[config.mk]
export PLATFORM = sky130hd
export DESIGN_NAME = servo_bus_packet_framer_top
export DESIGN_NICKNAME = d
export VERILOG_FILES = /design/src/rtl/sbpf_pkg.sv /design/src/rtl/sbpf_frame.sv /design/src/rtl/sbpf_serial.sv /design/src/rtl/servo_bus_packet_framer_top.sv
export SDC_FILE = /design/constraint.sdc
export NUM_CORES = 1
export LEC_CHECK = 0
export BUFFER_PORTS_ARGS = -buffer_cell sky130_fd_sc_hd__clkbuf_2
export CAP_MARGIN = 40
export CORE_MARGIN = 2
export CORE_UTILIZATION = 55
export CTS_BUF_LIST = sky130_fd_sc_hd__clkbuf_4 sky130_fd_sc_hd__clkbuf_8 sky130_fd_sc_hd__clkbuf_16
export DETAILED_ROUTE_END_ITERATION = 10
export PLACE_DENSITY = 0.74
export SLEW_MARGIN = 5
export SYNTH_ARGS = -nofsm -noshare
export SYNTH_HDL_FRONTEND = slang
export SYNTH_HIERARCHICAL = 1
export SYNTH_SLANG_ARGS = --single-unit
[constraint.sdc]
create_clock -name clk -period 4.9 [get_ports clk]
set_input_delay 0.49 -clock clk [delete_from_list [all_inputs] [get_ports clk]]
set_output_delay 0.49 -clock clk [all_outputs]
set_load 0.01 [all_outputs]
[src/rtl/sbpf_pkg.sv]
// shared types and constants for the servo bus packet framer
package sbpf_pkg;

  // sync byte opening every packet
  localparam logic [7:0] SYNC_BYTE = 8'hFF;

  // default upper bound on parameter bytes per packet
  localparam int MAX_PARAMS_DEF = 58;

  // byte slots of one request's output sequence
  typedef enum logic [2:0] {
    POS_SYNC1,
    POS_SYNC2,
    POS_ID,
    POS_LEN,
    POS_INSTR,
    POS_PARAM,
    POS_CHK
  } sbpf_pos_t;

  // everything the serialiser needs to send the bytes of one request
  typedef struct packed {
    logic       hdr;        // header bytes go first
    logic       has_param;  // a parameter byte is sent
    logic       close;      // checksum closes the packet
    logic [7:0] id;
    logic [7:0] len;
    logic [7:0] instr;
    logic [7:0] pbyte;
    logic [7:0] chk;
  } sbpf_desc_t;

endpackage

[src/rtl/sbpf_frame.sv]
// request register stage: packet state and per-request byte plan
module sbpf_frame #(
  parameter int MaxParams = sbpf_pkg::MAX_PARAMS_DEF
) (
  input  logic                 clk,
  input  logic                 rst,
  input  logic                 in_valid,
  output logic                 in_stall,
  input  logic [7:0]           servo_id,
  input  logic [7:0]           instr_code,
  input  logic [5:0]           param_count,
  input  logic [7:0]           param_byte,
  output logic                 desc_valid,
  input  logic                 desc_stall,
  output sbpf_pkg::sbpf_desc_t desc
);
  import sbpf_pkg::*;

  logic       in_packet;
  logic [5:0] bytes_left;
  logic [7:0] running_sum;

  logic       in_packet_next;
  logic [5:0] bytes_left_next;
  logic [7:0] running_sum_next;
  sbpf_desc_t desc_next;

  logic       accept;
  logic [5:0] count_sat;
  logic [7:0] len;
  logic [7:0] head_sum;
  logic [7:0] base_sum;
  logic [5:0] base_left;
  logic [7:0] sum_param;
  logic [5:0] left_after;

  // take a request whenever the plan register is free or being emptied
  assign in_stall = desc_valid && desc_stall;
  assign accept   = in_valid && !in_stall;

  // plan for this request and the packet state it leaves
  always_comb begin
    if ({2'b00, param_count} > 8'(MaxParams)) begin
      count_sat = 6'(MaxParams);
    end else begin
      count_sat = param_count;
    end
    len      = {2'b00, count_sat} + 8'd2;
    head_sum = servo_id + len + instr_code;

    base_sum  = in_packet ? running_sum : head_sum;
    base_left = in_packet ? bytes_left : count_sat;
    sum_param  = base_sum + param_byte;
    left_after = base_left - 6'd1;

    desc_next.hdr   = !in_packet;
    desc_next.id    = servo_id;
    desc_next.len   = len;
    desc_next.instr = instr_code;
    desc_next.pbyte = param_byte;

    if (!in_packet && count_sat == 6'd0) begin
      // empty packet: header and checksum only
      desc_next.has_param = 1'b0;
      desc_next.close     = 1'b1;
      desc_next.chk       = ~head_sum;
      in_packet_next      = 1'b0;
      bytes_left_next     = 6'd0;
      running_sum_next    = 8'd0;
    end else if (left_after == 6'd0) begin
      // final parameter closes the packet
      desc_next.has_param = 1'b1;
      desc_next.close     = 1'b1;
      desc_next.chk       = ~sum_param;
      in_packet_next      = 1'b0;
      bytes_left_next     = 6'd0;
      running_sum_next    = 8'd0;
    end else begin
      desc_next.has_param = 1'b1;
      desc_next.close     = 1'b0;
      desc_next.chk       = ~sum_param;
      in_packet_next      = 1'b1;
      bytes_left_next     = left_after;
      running_sum_next    = sum_param;
    end
  end

  // control state
  always_ff @(posedge clk) begin
    if (rst) begin
      in_packet   <= 1'b0;
      bytes_left  <= 6'd0;
      running_sum <= 8'd0;
      desc_valid  <= 1'b0;
    end else begin
      if (accept) begin
        in_packet   <= in_packet_next;
        bytes_left  <= bytes_left_next;
        running_sum <= running_sum_next;
        desc_valid  <= 1'b1;
      end else if (!desc_stall) begin
        desc_valid <= 1'b0;
      end
    end
  end

  // plan register
  always_ff @(posedge clk) begin
    if (accept) begin
      desc <= desc_next;
    end
  end

endmodule

[src/rtl/sbpf_serial.sv]
// byte serialiser: walks one request's plan onto the output channel
module sbpf_serial (
  input  logic                 clk,
  input  logic                 rst,
  input  logic                 desc_valid,
  output logic                 desc_stall,
  input  sbpf_pkg::sbpf_desc_t desc,
  output logic                 out_valid,
  input  logic                 out_stall,
  output logic [7:0]           tx_byte,
  output logic                 last_of_item,
  output logic                 end_of_packet
);
  import sbpf_pkg::*;

  logic       busy;
  sbpf_pos_t  pos;
  sbpf_desc_t cur;

  logic       busy_next;
  sbpf_pos_t  pos_next;

  logic       sent;
  logic       take;
  sbpf_pos_t  start_pos;

  assign out_valid = busy;
  assign sent      = busy && !out_stall;
  assign desc_stall = busy && !(sent && last_of_item);
  assign take       = desc_valid && !desc_stall;
  assign start_pos  = desc.hdr ? POS_SYNC1 : POS_PARAM;

  // next byte slot
  always_comb begin
    busy_next = busy;
    pos_next  = pos;
    if (take) begin
      busy_next = 1'b1;
      pos_next  = start_pos;
    end else if (sent) begin
      case (pos)
        POS_SYNC1: pos_next = POS_SYNC2;
        POS_SYNC2: pos_next = POS_ID;
        POS_ID:    pos_next = POS_LEN;
        POS_LEN:   pos_next = POS_INSTR;
        POS_INSTR: pos_next = cur.has_param ? POS_PARAM : POS_CHK;
        POS_PARAM: begin
          if (cur.close) begin
            pos_next = POS_CHK;
          end else begin
            busy_next = 1'b0;
          end
        end
        POS_CHK:   busy_next = 1'b0;
        default:   busy_next = 1'b0;
      endcase
    end
  end

  // byte and flags for the current slot
  always_comb begin
    last_of_item  = 1'b0;
    end_of_packet = 1'b0;
    case (pos)
      POS_SYNC1: tx_byte = SYNC_BYTE;
      POS_SYNC2: tx_byte = SYNC_BYTE;
      POS_ID:    tx_byte = cur.id;
      POS_LEN:   tx_byte = cur.len;
      POS_INSTR: tx_byte = cur.instr;
      POS_PARAM: begin
        tx_byte      = cur.pbyte;
        last_of_item = !cur.close;
      end
      POS_CHK: begin
        tx_byte       = cur.chk;
        last_of_item  = 1'b1;
        end_of_packet = 1'b1;
      end
      default:   tx_byte = SYNC_BYTE;
    endcase
  end

  // control state
  always_ff @(posedge clk) begin
    if (rst) begin
      busy <= 1'b0;
      pos  <= POS_SYNC1;
    end else begin
      busy <= busy_next;
      pos  <= pos_next;
    end
  end

  // current plan
  always_ff @(posedge clk) begin
    if (take) begin
      cur <= desc;
    end
  end

endmodule

[src/rtl/servo_bus_packet_framer_top.sv]
// top level of the servo bus instruction packet framer
// Each request other than a zero-count one carries one parameter byte; the first
// request of a packet also carries id, instruction and parameter count (saturated
// to MaxParams) and sends FF FF id length instruction ahead of its parameter. The
// checksum follows the last parameter, and a zero-count request sends a whole
// six-byte packet. A request is registered into a byte plan, then a serialiser
// sends one byte per cycle while out_stall is low, so a request causes one to
// seven bytes on the output; the next request is taken into the plan register
// while the current one is still being sent.
module servo_bus_packet_framer_top #(
  parameter int MaxParams = sbpf_pkg::MAX_PARAMS_DEF
) (
  input  logic       clk,
  input  logic       rst,
  input  logic       in_valid,
  output logic       in_stall,
  input  logic [7:0] servo_id,
  input  logic [7:0] instr_code,
  input  logic [5:0] param_count,
  input  logic [7:0] param_byte,
  output logic       out_valid,
  input  logic       out_stall,
  output logic [7:0] tx_byte,
  output logic       last_of_item,
  output logic       end_of_packet
);
  import sbpf_pkg::*;

  logic       desc_valid;
  logic       desc_stall;
  sbpf_desc_t desc;

  // request stage
  sbpf_frame #(
    .MaxParams (MaxParams)
  ) u_frame (
    .clk         (clk),
    .rst         (rst),
    .in_valid    (in_valid),
    .in_stall    (in_stall),
    .servo_id    (servo_id),
    .instr_code  (instr_code),
    .param_count (param_count),
    .param_byte  (param_byte),
    .desc_valid  (desc_valid),
    .desc_stall  (desc_stall),
    .desc        (desc)
  );

  // byte output
  sbpf_serial u_serial (
    .clk           (clk),
    .rst           (rst),
    .desc_valid    (desc_valid),
    .desc_stall    (desc_stall),
    .desc          (desc),
    .out_valid     (out_valid),
    .out_stall     (out_stall),
    .tx_byte       (tx_byte),
    .last_of_item  (last_of_item),
    .end_of_packet (end_of_packet)
  );

endmodule
==> load_flow_metrics.sql, run 1 <==
INSERT INTO impl_metrics (metric_group, metric, value, unit) VALUES
('power_and_ir_drop', 'proportion_of_power_drawn_by_combinational_gates', '23.8', '%'),
('synth', 'synth-edff-count', '84', ''),
('clock_network', 'cts-buffers-inserted', '9', ''),
('sta', 'slew_violations', '0', ''),
('global_route', 'initial_antenna_violation_count', '0', ''),
('placement', 'dp_slack', '535', 'ps'),
('routing', 'mean_routed_wirelength_per_cell', '17.4', 'um'),
('floorplanning', 'die_height', '101', 'um'),
('sta', 'final_min_period_over_clock_period', '82.0', '%'),
('power_and_ir_drop', 'vdd_drop_max', '0.000203', 'V'),
('global_route', 'grt_pass1_vias', '3403', ''),
('synth', 'mean_area_per_synthesized_cell', '11.9', 'sq um'),
('min_path', 'destination_of_the_worst_hold_path', 'u_frame/desc[8]', ''),
('finish', 'num_antenna_cells', '0', ''),
('setup_path', 'worstPathArrival', '4290', 'ps'),
('job', 'drv.max_cap_violation_count', '0', ''),
('synth', 'cell_variety_after_synth', '66', ''),
('synth', 'yosysSeqAreaShare', '56.2', '%'),
('power_and_ir_drop', 'leakagePower', '2.18', 'nW'),
('placement', 'gp_congestion', '0.911', ''),
('clock_network', 'cts_hold_buffers', '0', ''),
('sta', 'totalNegativeSetupSlack', '0', 'ps'),
('finish', 'area.sequential', '0.00292', 'sq mm'),
('routing', 'remaining_drc_errors', '0', ''),
('routing', 'vias_per_cell', '5.69', ''),
('sta', 'timing.final.ws_setup', '884', 'ps'),
('synth', 'synth_seq_cells', '104', ''),
('placement', 'port_buffers', '45', ''),
('clock_network', 'postCtsSetupRepairBufs', '0', ''),
('clock_network', 'clock_sinks', '104', ''),
('floorplanning', 'coreArea', '0.00920', 'sq mm'),
('setup_path', 'path_max_fanout', '10', ''),
('finish', 'areaGrowthSynthToFinish', '9.54', '%'),
('setup_path', 'start_kind', 'primary input', ''),
('finish', 'post_layout_nets', '536', ''),
('run_status', 'outcome', 'complete, no violations', ''),
('routing', 'routed_wirelength', '10300', 'um'),
('routing', 'routed-via-count', '3380', ''),
('sta', 'worst_clock_skew', '14.6', 'ps'),
('sta', 'tightestPinTransition', '745', 'ps'),
('sta', 'finalSetupViolations', '0', ''),
('global_route', 'grt_start_max_net_pins', '43', ''),
('min_path', 'worstHoldStart', 'param_byte[0]', ''),
('clock_network', 'clk_latency', '370', 'ps'),
('power_and_ir_drop', 'switching_component_of_the_power', '635', 'uW'),
('global_route', 'met2_routing_resource_usage_after_global_routing', '36.5', '%'),
('global_route', 'top_usage_layer', 'met2', ''),
('sta', 'final_period_minus_worst_setup_slack', '4020', 'ps'),
('clock_network', 'clock_tree.root_cell', 'clkbuf_8', ''),
('synth', 'yosys.area.top_type_share', '48.5', '%'),
('synth', 'synth_mux_area_share', '3.76', '%'),
('floorplanning', 'io_pins', '46', ''),
('global_route', 'met1_routing_resource_usage_after_global_routing', '29.7', '%'),
('global_route', 'grt_use_total', '22.1', '%'),
('clock_network', 'tritoncts', 'yes', ''),
('setup_path', 'reg2regPathDepth', '10', ''),
('clock_network', 'post_cts_resized', '0', ''),
('power_and_ir_drop', 'powerDensity', '392', 'mW/mm^2'),
('floorplanning', 'die_area', '0.0102', 'sq mm'),
('synth', 'synth-adder-area-share', '7.08', '%'),
('synth', 'synthTopCellsByArea', 'edfxtp_1 (49%), dfxtp_1 (7.7%), ha_1 (3.6%), fa_1 (3.5%), nor2_1 (3.5%)', ''),
('floorplanning', 'start_util', '56.5', '%'),
('synth', 'synth_cells', '438', ''),
('finish', 'n_fill_cell', '725', ''),
('clock_network', 'clk_path_buf_depth', '2', ''),
('setup_path', 'timing.reg2reg.setup_slack', '1750', 'ps'),
('sta', 'hold_viol', '0', ''),
('global_route', 'grt_pass1_wl', '17300', 'um'),
('placement', 'post-dp-hpwl', '7480', 'um'),
('synth', 'share_of_the_synthesized_area_in_compound_gates_ao_oa_aoi_oai', '13.4', '%'),
('routing', 'dr.pass1.iters', '5', '');
cell families after synthesis:
family / after synthesis
other: 1
adder cells (fa/ha/maj): 24
XOR/XNOR: 13
AND/OR/NAND/NOR: 133
buffers and inverters: 47
flip-flops: 104
AO/OA/AOI/OAI: 98
multiplexers: 18
worst max-delay path by stage:
| stage | start | endpoint | slack, ps | cells past startpoint |
|---|---|---|---|---|
| final | param_count[4] | u_frame/running_sum[7] | 880 | 19 |
| after global routing | param_count[4] | u_frame/running_sum[7] | 670 | 18 |
| after CTS | param_count[4] | u_frame/running_sum[7] | 920 | 19 |
| after detailed placement | param_count[4] | u_frame/running_sum[7] | 530 | 19 |
| after global placement | param_count[4] | u_frame/running_sum[7] | 710 | 18 |
| after floorplan | param_count[4] | u_frame/running_sum[7] | 920 | 19 |
metal layers:
layer | wire length (um) | part of all wire (%)
met4 | 253 | 2.5
met5 | 0 | 0
met3 | 370 | 3.6
met2 | 5130 | 50
met1 | 4570 | 44
worst max-delay path, cell delays in order:
cell and delay, ps:
clkbuf_2 190, and4_1 270, nor2_1 130, inv_1 90
fa_1 430, inv_1 70, ha_1 160, inv_1 60
fa_1 400, nor2b_1 190, o31ai_2 90, a21boi_0 140
mux2_2 280, ha_1 340, nor3_1 60, nor2_1 90
o41ai_1 120, or4_1 520, o221ai_1 180
power by group through the flow:
stage	clock network [mW]	registers [mW]	logic, mW
floorplan	0	1.12	0.412
global placement	0	1.14	0.497
detailed placement	0	1.14	0.526
CTS	0.590	1.12	0.529
global route	0.624	1.13	0.596
finish	0.577	1.12	0.531
through the flow:
| stage | cell area [sq um] | util, % | total power, mW | cells |
|---|---|---|---|---|
| after floorplan | 5200 | - | 1.53 | 440 |
| after global placement | 5460 | 59.4 | 1.64 | 577 |
| after detailed placement | 5480 | 59.6 | 1.67 | 578 |
| after CTS | 5690 | 61.9 | 2.24 | 594 |
| after global routing | 5690 | 61.9 | 2.35 | 594 |
| final | 5690 | 61.9 | 2.23 | 594 |
state kept, by name, indices dropped and copies added (netlist names):
| signal | count |
|---|---|
| u_frame/in_packet | 1 |
| u_frame/desc_valid | 1 |
| u_frame/desc | 42 |
| u_serial/out_valid | 1 |
| u_frame/bytes_left | 6 |
| u_serial/cur | 42 |
| u_serial/pos | 3 |
| u_frame/running_sum | 8 |
cell usage in the layout, fill, tap and decap left out, types with 3 or more instances in the layout:
master,netlist,final
edfxtp_1,84,84
nor2_1,48,48
clkbuf_2,0,45
a21oi_1,28,28
nand2_1,26,26
inv_1,23,23
o21ai_0,20,20
dfxtp_1,20,20
ha_1,15,15
nor3_1,11,11
nor2b_1,11,11
clkbuf_8,0,9
mux2i_1,9,9
a22oi_1,9,9
fa_1,9,9
mux2_2,8,8
xnor2_1,7,7
nand2b_1,7,7
xor2_1,6,6
nand3_1,5,5
a21o_1,5,5
o21a_1,4,4
buf_4,5,4
and2_1,3,3
nor3b_1,3,3
and3_1,3,3
or3_1,3,3
conb_1,1,3
a22o_1,3,3
a211o_1,3,3
cell type report:
class                      count  share of cell area (%)
tap                          111                    2.44
inverter                      24                    1.58
clock buffer                   9                    2.18
multi-input combinational    289                    36.1
clock inverter                 7                    1.60
timing repair buffer          50                    4.75
sequential                   104                    51.4
(Power assumes the default switching activity.)
==> run 2: changes to the inputs <==
==> constraint.sdc (replaced) <==
create_clock -name clk -period 4.1 [get_ports clk]
set_input_delay 0.41 -clock clk [delete_from_list [all_inputs] [get_ports clk]]
set_output_delay 0.41 -clock clk [all_outputs]
set_load 0.01 [all_outputs]
==> load_flow_metrics.sql, run 2 (same netlist as run 1, synthesis figures left out) <==
INSERT INTO impl_metrics (metric_group, metric, value, unit) VALUES
('clock_network', 'clk_latency', '370', 'ps'),
('sta', 'final_period_minus_worst_setup_slack', '3730', 'ps'),
('floorplanning', 'coreArea', '0.00920', 'sq mm'),
('finish', 'final_layout_size_suffix_gt1_share', '20.7', '%'),
('floorplanning', 'die_area', '0.0102', 'sq mm'),
('floorplanning', 'num_rows', '35', ''),
('routing', 'routed_wirelength', '10100', 'um'),
('power_and_ir_drop', 'vdd_drop_max', '0.000210', 'V'),
('global_route', 'top_usage_layer', 'met2', ''),
('global_route', 'grt_pass1_vias', '3286', ''),
('routing', 'ant_nets', '0', ''),
('routing', 'dr.pass1.iters', '5', ''),
('sta', 'relSlewSlack', '51.9', '%'),
('setup_path', 'cp.required', '4390', 'ps'),
('sta', 'rsz0062_at_grt', 'no', ''),
('global_route', 'met1_routing_resource_usage_after_global_routing', '28.4', '%'),
('finish', 'final_design_area_no_fill', '0.00577', 'sq mm'),
('routing', 'remaining_drc_errors', '0', ''),
('sta', 'slew_violations', '0', ''),
('clock_network', 'clock_sinks', '104', ''),
('placement', 'detailed_place.area', '0.00558', 'sq mm'),
('finish', 'final_core_util', '62.8', '%'),
('finish', 'n_fill_cell', '730', ''),
('finish', 'most-common-layout-cells', 'edfxtp_1 (84), nor2_1 (48), clkbuf_2 (45)', ''),
('finish', 'num_antenna_cells', '0', ''),
('sta', 'final_min_period_over_clock_period', '90.9', '%'),
('global_route', 'grt_start_max_net_pins', '44', ''),
('power_and_ir_drop', 'leakagePower', '2.24', 'nW'),
('power_and_ir_drop', 'total_power', '2.61', 'mW'),
('placement', 'placed_cells_incl_taps', '593', ''),
('placement', 'post-dp-hpwl', '7430', 'um'),
('global_route', 'grt_pass1_wl', '16500', 'um'),
('sta', 'timing.final.ws_setup', '371', 'ps'),
('finish', 'areaGrowthSynthToFinish', '11.1', '%'),
('routing', 'vias_per_cell', '5.66', ''),
('clock_network', 'clk_pin_slew_worst_paths', '100', 'ps'),
('power_and_ir_drop', 'powerDensity', '452', 'mW/mm^2'),
('setup_path', 'path_class', 'in -> reg', ''),
('floorplanning', 'io_pins', '46', ''),
('setup_path', 'setup.worst_path.end_class', 'register', ''),
('routing', 'routed-via-count', '3446', ''),
('setup_path', 'timing.reg2reg.setup_slack', '900', 'ps'),
('routing', 'mean_routed_wirelength_per_cell', '16.6', 'um'),
('global_route', 'met2_routing_resource_usage_after_global_routing', '35.8', '%'),
('placement', 'gp_congestion', '0.893', ''),
('setup_path', 'worstPathArrival', '4020', 'ps'),
('sta', 'finalSetupViolations', '0', ''),
('finish', 'top_regs', 'u_frame/desc x42, u_serial/cur x42, u_frame/running_sum x8', ''),
('clock_network', 'postCtsSetupRepairBufs', '0', ''),
('global_route', 'grt_remaining_overflow', '0', ''),
('clock_network', 'clk_path_buf_depth', '2', ''),
('clock_network', 'clock_tree.root_cell', 'clkbuf_8', ''),
('job', 'drv.max_cap_violation_count', '0', ''),
('clock_network', 'cts-buffers-inserted', '9', ''),
('clock_network', 'htreeDepth', '3', ''),
('clock_network', 'tritoncts', 'yes', ''),
('finish', 'multiInputGateArea', '0.00205', 'sq mm'),
('sta', 'hold_viol', '0', ''),
('placement', 'port_buffers', '45', ''),
('finish', 'final_common_cell', 'edfxtp_1', ''),
('clock_network', 'post_cts_resized', '0', ''),
('finish', 'post_layout_nonfiller_instances', '609', ''),
('finish', 'area.sequential', '0.00292', 'sq mm'),
('min_path', 'hold_path.class', 'in -> reg', ''),
('routing', 'drtIter0Drc', '231', ''),
('sta', 'tightestPinTransition', '721', 'ps'),
('clock_network', 'cts_hold_buffers', '0', ''),
('floorplanning', 'start_util', '56.5', '%'),
('setup_path', 'start_kind', 'primary input', ''),
('floorplanning', 'die_height', '101', 'um'),
('global_route', 'grt_use_total', '21.3', '%'),
('sta', 'worst_clock_skew', '11.5', 'ps'),
('sta', 'holdWs', '240', 'ps'),
('placement', 'dp_slack', '-34.0', 'ps'),
('floorplanning', 'die_width', '101', 'um'),
('sta', 'totalNegativeSetupSlack', '0', 'ps'),
('run_status', 'outcome', 'complete, no violations', ''),
('setup_path', 'path_max_fanout', '8', ''),
('sta', 'fmaxAchievable', '268', 'MHz'),
('global_route', 'initial_antenna_violation_count', '0', ''),
('global_route', 'use_met3', '3.86', '%'),
('finish', 'post_layout_nets', '551', '');
## run 2: routing by layer
metal  up-vias  wire, um
met5         -         0
met1      1663      4490
met3        15       390
met4         0       157
met2        68      5090
li1       1700         -
## run 2: worst paths after layout
path	end	startpoint	cells after the start
min reg2reg	u_serial/cur[37]	u_frame/desc[37]	0
min	u_frame/desc[17]	instr_code[1]	1
max	u_frame/running_sum[7]	param_count[4]	18
max reg2reg	u_frame/running_sum[0]	u_frame/in_packet	10
## run 2: report_power, final
group | switching, mW | internal, mW | total [mW]
logic | 0.357 | 0.298 | 0.655
clock network | 0.368 | 0.247 | 0.615
registers | 0.0505 | 1.29 | 1.34
## run 2: cell type report
| cell class | count | area share (%) |
|---|---|---|
| inverters | 24 | 1.56 |
| multi-input cells | 289 | 35.6 |
| clock inverters | 6 | 0.910 |
| clock buffers | 10 | 2.38 |
| well taps | 111 | 2.41 |
| flip-flops and latches | 104 | 50.6 |
| repair buffers | 65 | 6.50 |
## run 2: critical path, stage by stage
cell and delay (ps):
clkbuf_2 110, buf_4 170, a21oi_1 140, a21oi_1 80, buf_4 150, fa_1 500, ha_1 340, buf_4 140
nor2b_1 140, o31ai_2 200, a21boi_0 300, mux2_2 220, ha_1 180, nor3_1 60, nor2_1 80, o41ai_1 110
or4_1 520, o221ai_1 160
==> run 3: changes to the inputs <==
--- a/config.mk
+++ b/config.mk
@@ -5,6 +5,7 @@
 export SDC_FILE = /design/constraint.sdc
 export NUM_CORES = 1
 export LEC_CHECK = 0
+export ABC_AREA = 1
 export BUFFER_PORTS_ARGS = -buffer_cell sky130_fd_sc_hd__clkbuf_2
 export CAP_MARGIN = 40
 export CORE_MARGIN = 2
@@ -15,5 +16,4 @@
 export SLEW_MARGIN = 5
 export SYNTH_ARGS = -nofsm -noshare
 export SYNTH_HDL_FRONTEND = slang
-export SYNTH_HIERARCHICAL = 1
 export SYNTH_SLANG_ARGS = --single-unit
==> load_flow_metrics.sql, run 3 <==
INSERT INTO impl_metrics (metric_group, metric, value, unit) VALUES
('clock_network', 'clock_sinks', '103', ''),
('floorplanning', 'coreArea', '0.00876', 'sq mm'),
('sta', 'rsz0062_at_grt', 'no', ''),
('finish', 'num_antenna_cells', '0', ''),
('sta', 'totalNegativeSetupSlack', '0', 'ps'),
('sta', 'finalSetupViolations', '0', ''),
('clock_network', 'htreeDepth', '3', ''),
('finish', 'final_layout_size_suffix_gt1_share', '19.2', '%'),
('global_route', 'grt_use_total', '22.1', '%'),
('clock_network', 'cts_hold_buffers', '0', ''),
('routing', 'routed-via-count', '3447', ''),
('setup_path', 'path_class', 'in -> reg', ''),
('synth', 'synthTopCellsByArea', 'edfxtp_1 (50%), nand2_1 (8.4%), dfxtp_1 (8.0%), ha_1 (3.7%), inv_1 (3.7%)', ''),
('routing', 'mean_routed_wirelength_per_cell', '16.2', 'um'),
('placement', 'port_buffers', '45', ''),
('routing', 'drtIter0Drc', '240', ''),
('global_route', 'grt_start_max_net_pins', '43', ''),
('synth', 'synth_seq_cells', '103', ''),
('global_route', 'grt_pass1_wl', '16600', 'um'),
('setup_path', 'worstPathArrival', '3840', 'ps'),
('sta', 'tightestPinTransition', '789', 'ps'),
('global_route', 'initial_antenna_violation_count', '0', ''),
('clock_network', 'tritoncts', 'yes', ''),
('sta', 'hold_viol', '0', ''),
('clock_network', 'postCtsSetupRepairBufs', '0', ''),
('routing', 'dr.pass1.iters', '5', ''),
('finish', 'final_common_cell', 'nand2_1', ''),
('placement', 'gp_congestion', '0.947', ''),
('setup_path', 'path_max_fanout', '5', ''),
('synth', 'synth-edff-count', '83', ''),
('finish', 'top_regs', 'u_frame.desc x42, u_serial.cur x41, u_frame.running_sum x8', ''),
('floorplanning', 'die_area', '0.00990', 'sq mm'),
('sta', 'final_period_minus_worst_setup_slack', '3750', 'ps'),
('synth', 'synthMostInstantiatedCell', 'nand2_1', ''),
('setup_path', 'start_kind', 'primary input', ''),
('floorplanning', 'num_rows', '34', ''),
('finish', 'final_design_area_no_fill', '0.00551', 'sq mm'),
('power_and_ir_drop', 'total_power', '2.53', 'mW'),
('synth', 'syn_area', '0.00501', 'sq mm'),
('floorplanning', 'die_width', '99.5', 'um'),
('synth', 'synth-async-reset-ratio', '0', '%'),
('synth', 'cell_variety_after_synth', '43', ''),
('run_status', 'outcome', 'complete, no violations', ''),
('sta', 'timing.final.ws_setup', '349', 'ps'),
('placement', 'detailed_place.area', '0.00533', 'sq mm'),
('synth', 'mean_area_per_synthesized_cell', '10.8', 'sq um'),
('finish', 'n_fill_cell', '722', ''),
('floorplanning', 'die_height', '99.5', 'um'),
('floorplanning', 'io_pins', '46', ''),
('clock_network', 'clk_latency', '370', 'ps'),
('sta', 'holdWs', '246', 'ps'),
('power_and_ir_drop', 'powerDensity', '458', 'mW/mm^2'),
('sta', 'slew_violations', '0', ''),
('power_and_ir_drop', 'leakagePower', '2.25', 'nW'),
('clock_network', 'clk_path_buf_depth', '2', ''),
('synth', 'synth_cells', '466', ''),
('synth', 'yosys.area.top_type_share', '49.7', '%'),
('sta', 'fmaxAchievable', '267', 'MHz'),
('sta', 'relSlewSlack', '47.1', '%'),
('placement', 'post-dp-hpwl', '7370', 'um'),
('finish', 'areaGrowthSynthToFinish', '9.93', '%'),
('power_and_ir_drop', 'vdd_drop_max', '0.000185', 'V'),
('floorplanning', 'start_util', '57.2', '%'),
('synth', 'dominantRegCellSynth', 'edfxtp_1', ''),
('min_path', 'hold_path.class', 'in -> reg', ''),
('sta', 'worst_clock_skew', '13.9', 'ps'),
('clock_network', 'cts-buffers-inserted', '9', ''),
('clock_network', 'clk_pin_slew_worst_paths', '100', 'ps'),
('synth', 'post_synth_most_frequent_cells', 'nand2_1 (112), edfxtp_1 (83), inv_1 (50), nand3_1 (25), a21oi_1 (24)', ''),
('global_route', 'grt_remaining_overflow', '0', ''),
('finish', 'top_register', 'u_frame.desc', ''),
('clock_network', 'post_cts_resized', '0', ''),
('job', 'drv.max_cap_violation_count', '0', ''),
('synth', 'yosys_warnings', '0', ''),
('routing', 'vias_per_cell', '5.48', ''),
('synth', 'yosysSeqAreaShare', '57.7', '%'),
('finish', 'most-common-layout-cells', 'nand2_1 (112), edfxtp_1 (83), inv_1 (50)', ''),
('setup_path', 'setup.worst_path.end_class', 'register', ''),
('synth', 'synth.largest_area_cell', 'edfxtp_1', ''),
('finish', 'post_layout_nets', '574', ''),
('setup_path', 'cp.required', '4190', 'ps'),
('sta', 'final_min_period_over_clock_period', '91.5', '%'),
('routing', 'ant_nets', '0', ''),
('global_route', 'grt_pass1_vias', '3275', ''),
('routing', 'remaining_drc_errors', '0', ''),
('finish', 'area.sequential', '0.00289', 'sq mm'),
('finish', 'multiInputGateArea', '0.00184', 'sq mm'),
('finish', 'largest_reg_flops', '42', ''),
('routing', 'routed_wirelength', '10200', 'um'),
('clock_network', 'clock_tree.root_cell', 'clkbuf_8', ''),
('placement', 'dp_slack', '12.6', 'ps');
-- run 3: changes by cell type in the layout (fill, tap and decap cells not counted), sizes merged, moves of 11 or more --
| cell | before | now |
|---|---|---|
| buf | 20 | 4 |
| inv | 26 | 55 |
| nand2 | 26 | 120 |
| nand3 | 6 | 33 |
| nor2 | 49 | 23 |
| nor2b | 11 | 0 |
-- run 3: layout make-up --
cell class	count	share of cell area, %
Inverter	53	3.65
Tap cell	108	2.45
Clock buffer	10	2.38
Sequential cell	103	52.5
Clock inverter	6	0.999
Timing Repair Buffer	49	4.63
Multi-Input combinational cell	300	33.4
-- run 3: path summary, 6_finish.rpt --
check | startpoint | endpoint | slack, ps | cells after the start
max | param_count[3] | u_frame.desc[7] | 350 | 24
max reg2reg | u_frame.in_packet | u_frame.running_sum[1] | 1240 | 13
min reg2reg | u_frame.desc[30] | u_serial.cur[30] | 410 | 0
min | param_byte[0] | u_frame.desc[8] | 250 | 1
-- run 3: power breakdown --
group	switching (mW)	internal, mW
Combinational	0.373	0.232
Clock	0.364	0.238
Sequential	0.0459	1.27
-- run 3: worst max-delay path, stage by stage --
cell and delay, ps:
clkbuf_2 120, nand3_1 100, nand2_1 80, nor2_1 120, nand2_1 110, nand2_1 80
inv_1 70, fa_1 440, ha_1 370, nand2_1 90, nor2_1 40, a211oi_1 250
o21ai_0 120, a21oi_1 170, xnor2_1 160, nand2_1 70, nand2_1 60, ha_1 260
a21oi_1 160, o21ai_0 100, a21oi_1 160, nand3_1 90, nand2_1 100, o21ai_0 80
-- run 3: cell families after synthesis --
kind of cell    Yosys count  synth area share [%]
compound gates           67                  8.31
fa+ha+maj                24                  7.34
other cells               1                0.0748
flops                   103                  57.7
buf+inv                  64                  5.66
mux                       2                 0.399
xor+xnor                 10                  1.75
simple gates            195                  18.8
-- run 3: metrics by stage --
stage,instances,utilization (%)
after floorplan,467,-
after global placement,613,60.8
after detailed placement,613,60.8
after CTS,629,62.9
after global routing,629,62.9
final,629,62.9
-- run 3: routing by layer --
layer  vias to the layer above  track usage [%]  routed length [um]
li1                       1694                -                   -
met1                      1643             31.9                4540
met2                        96             34.4                4880
met3                        14             3.72                 634
met4                         0             7.38                 154
met5                         -                0                   0
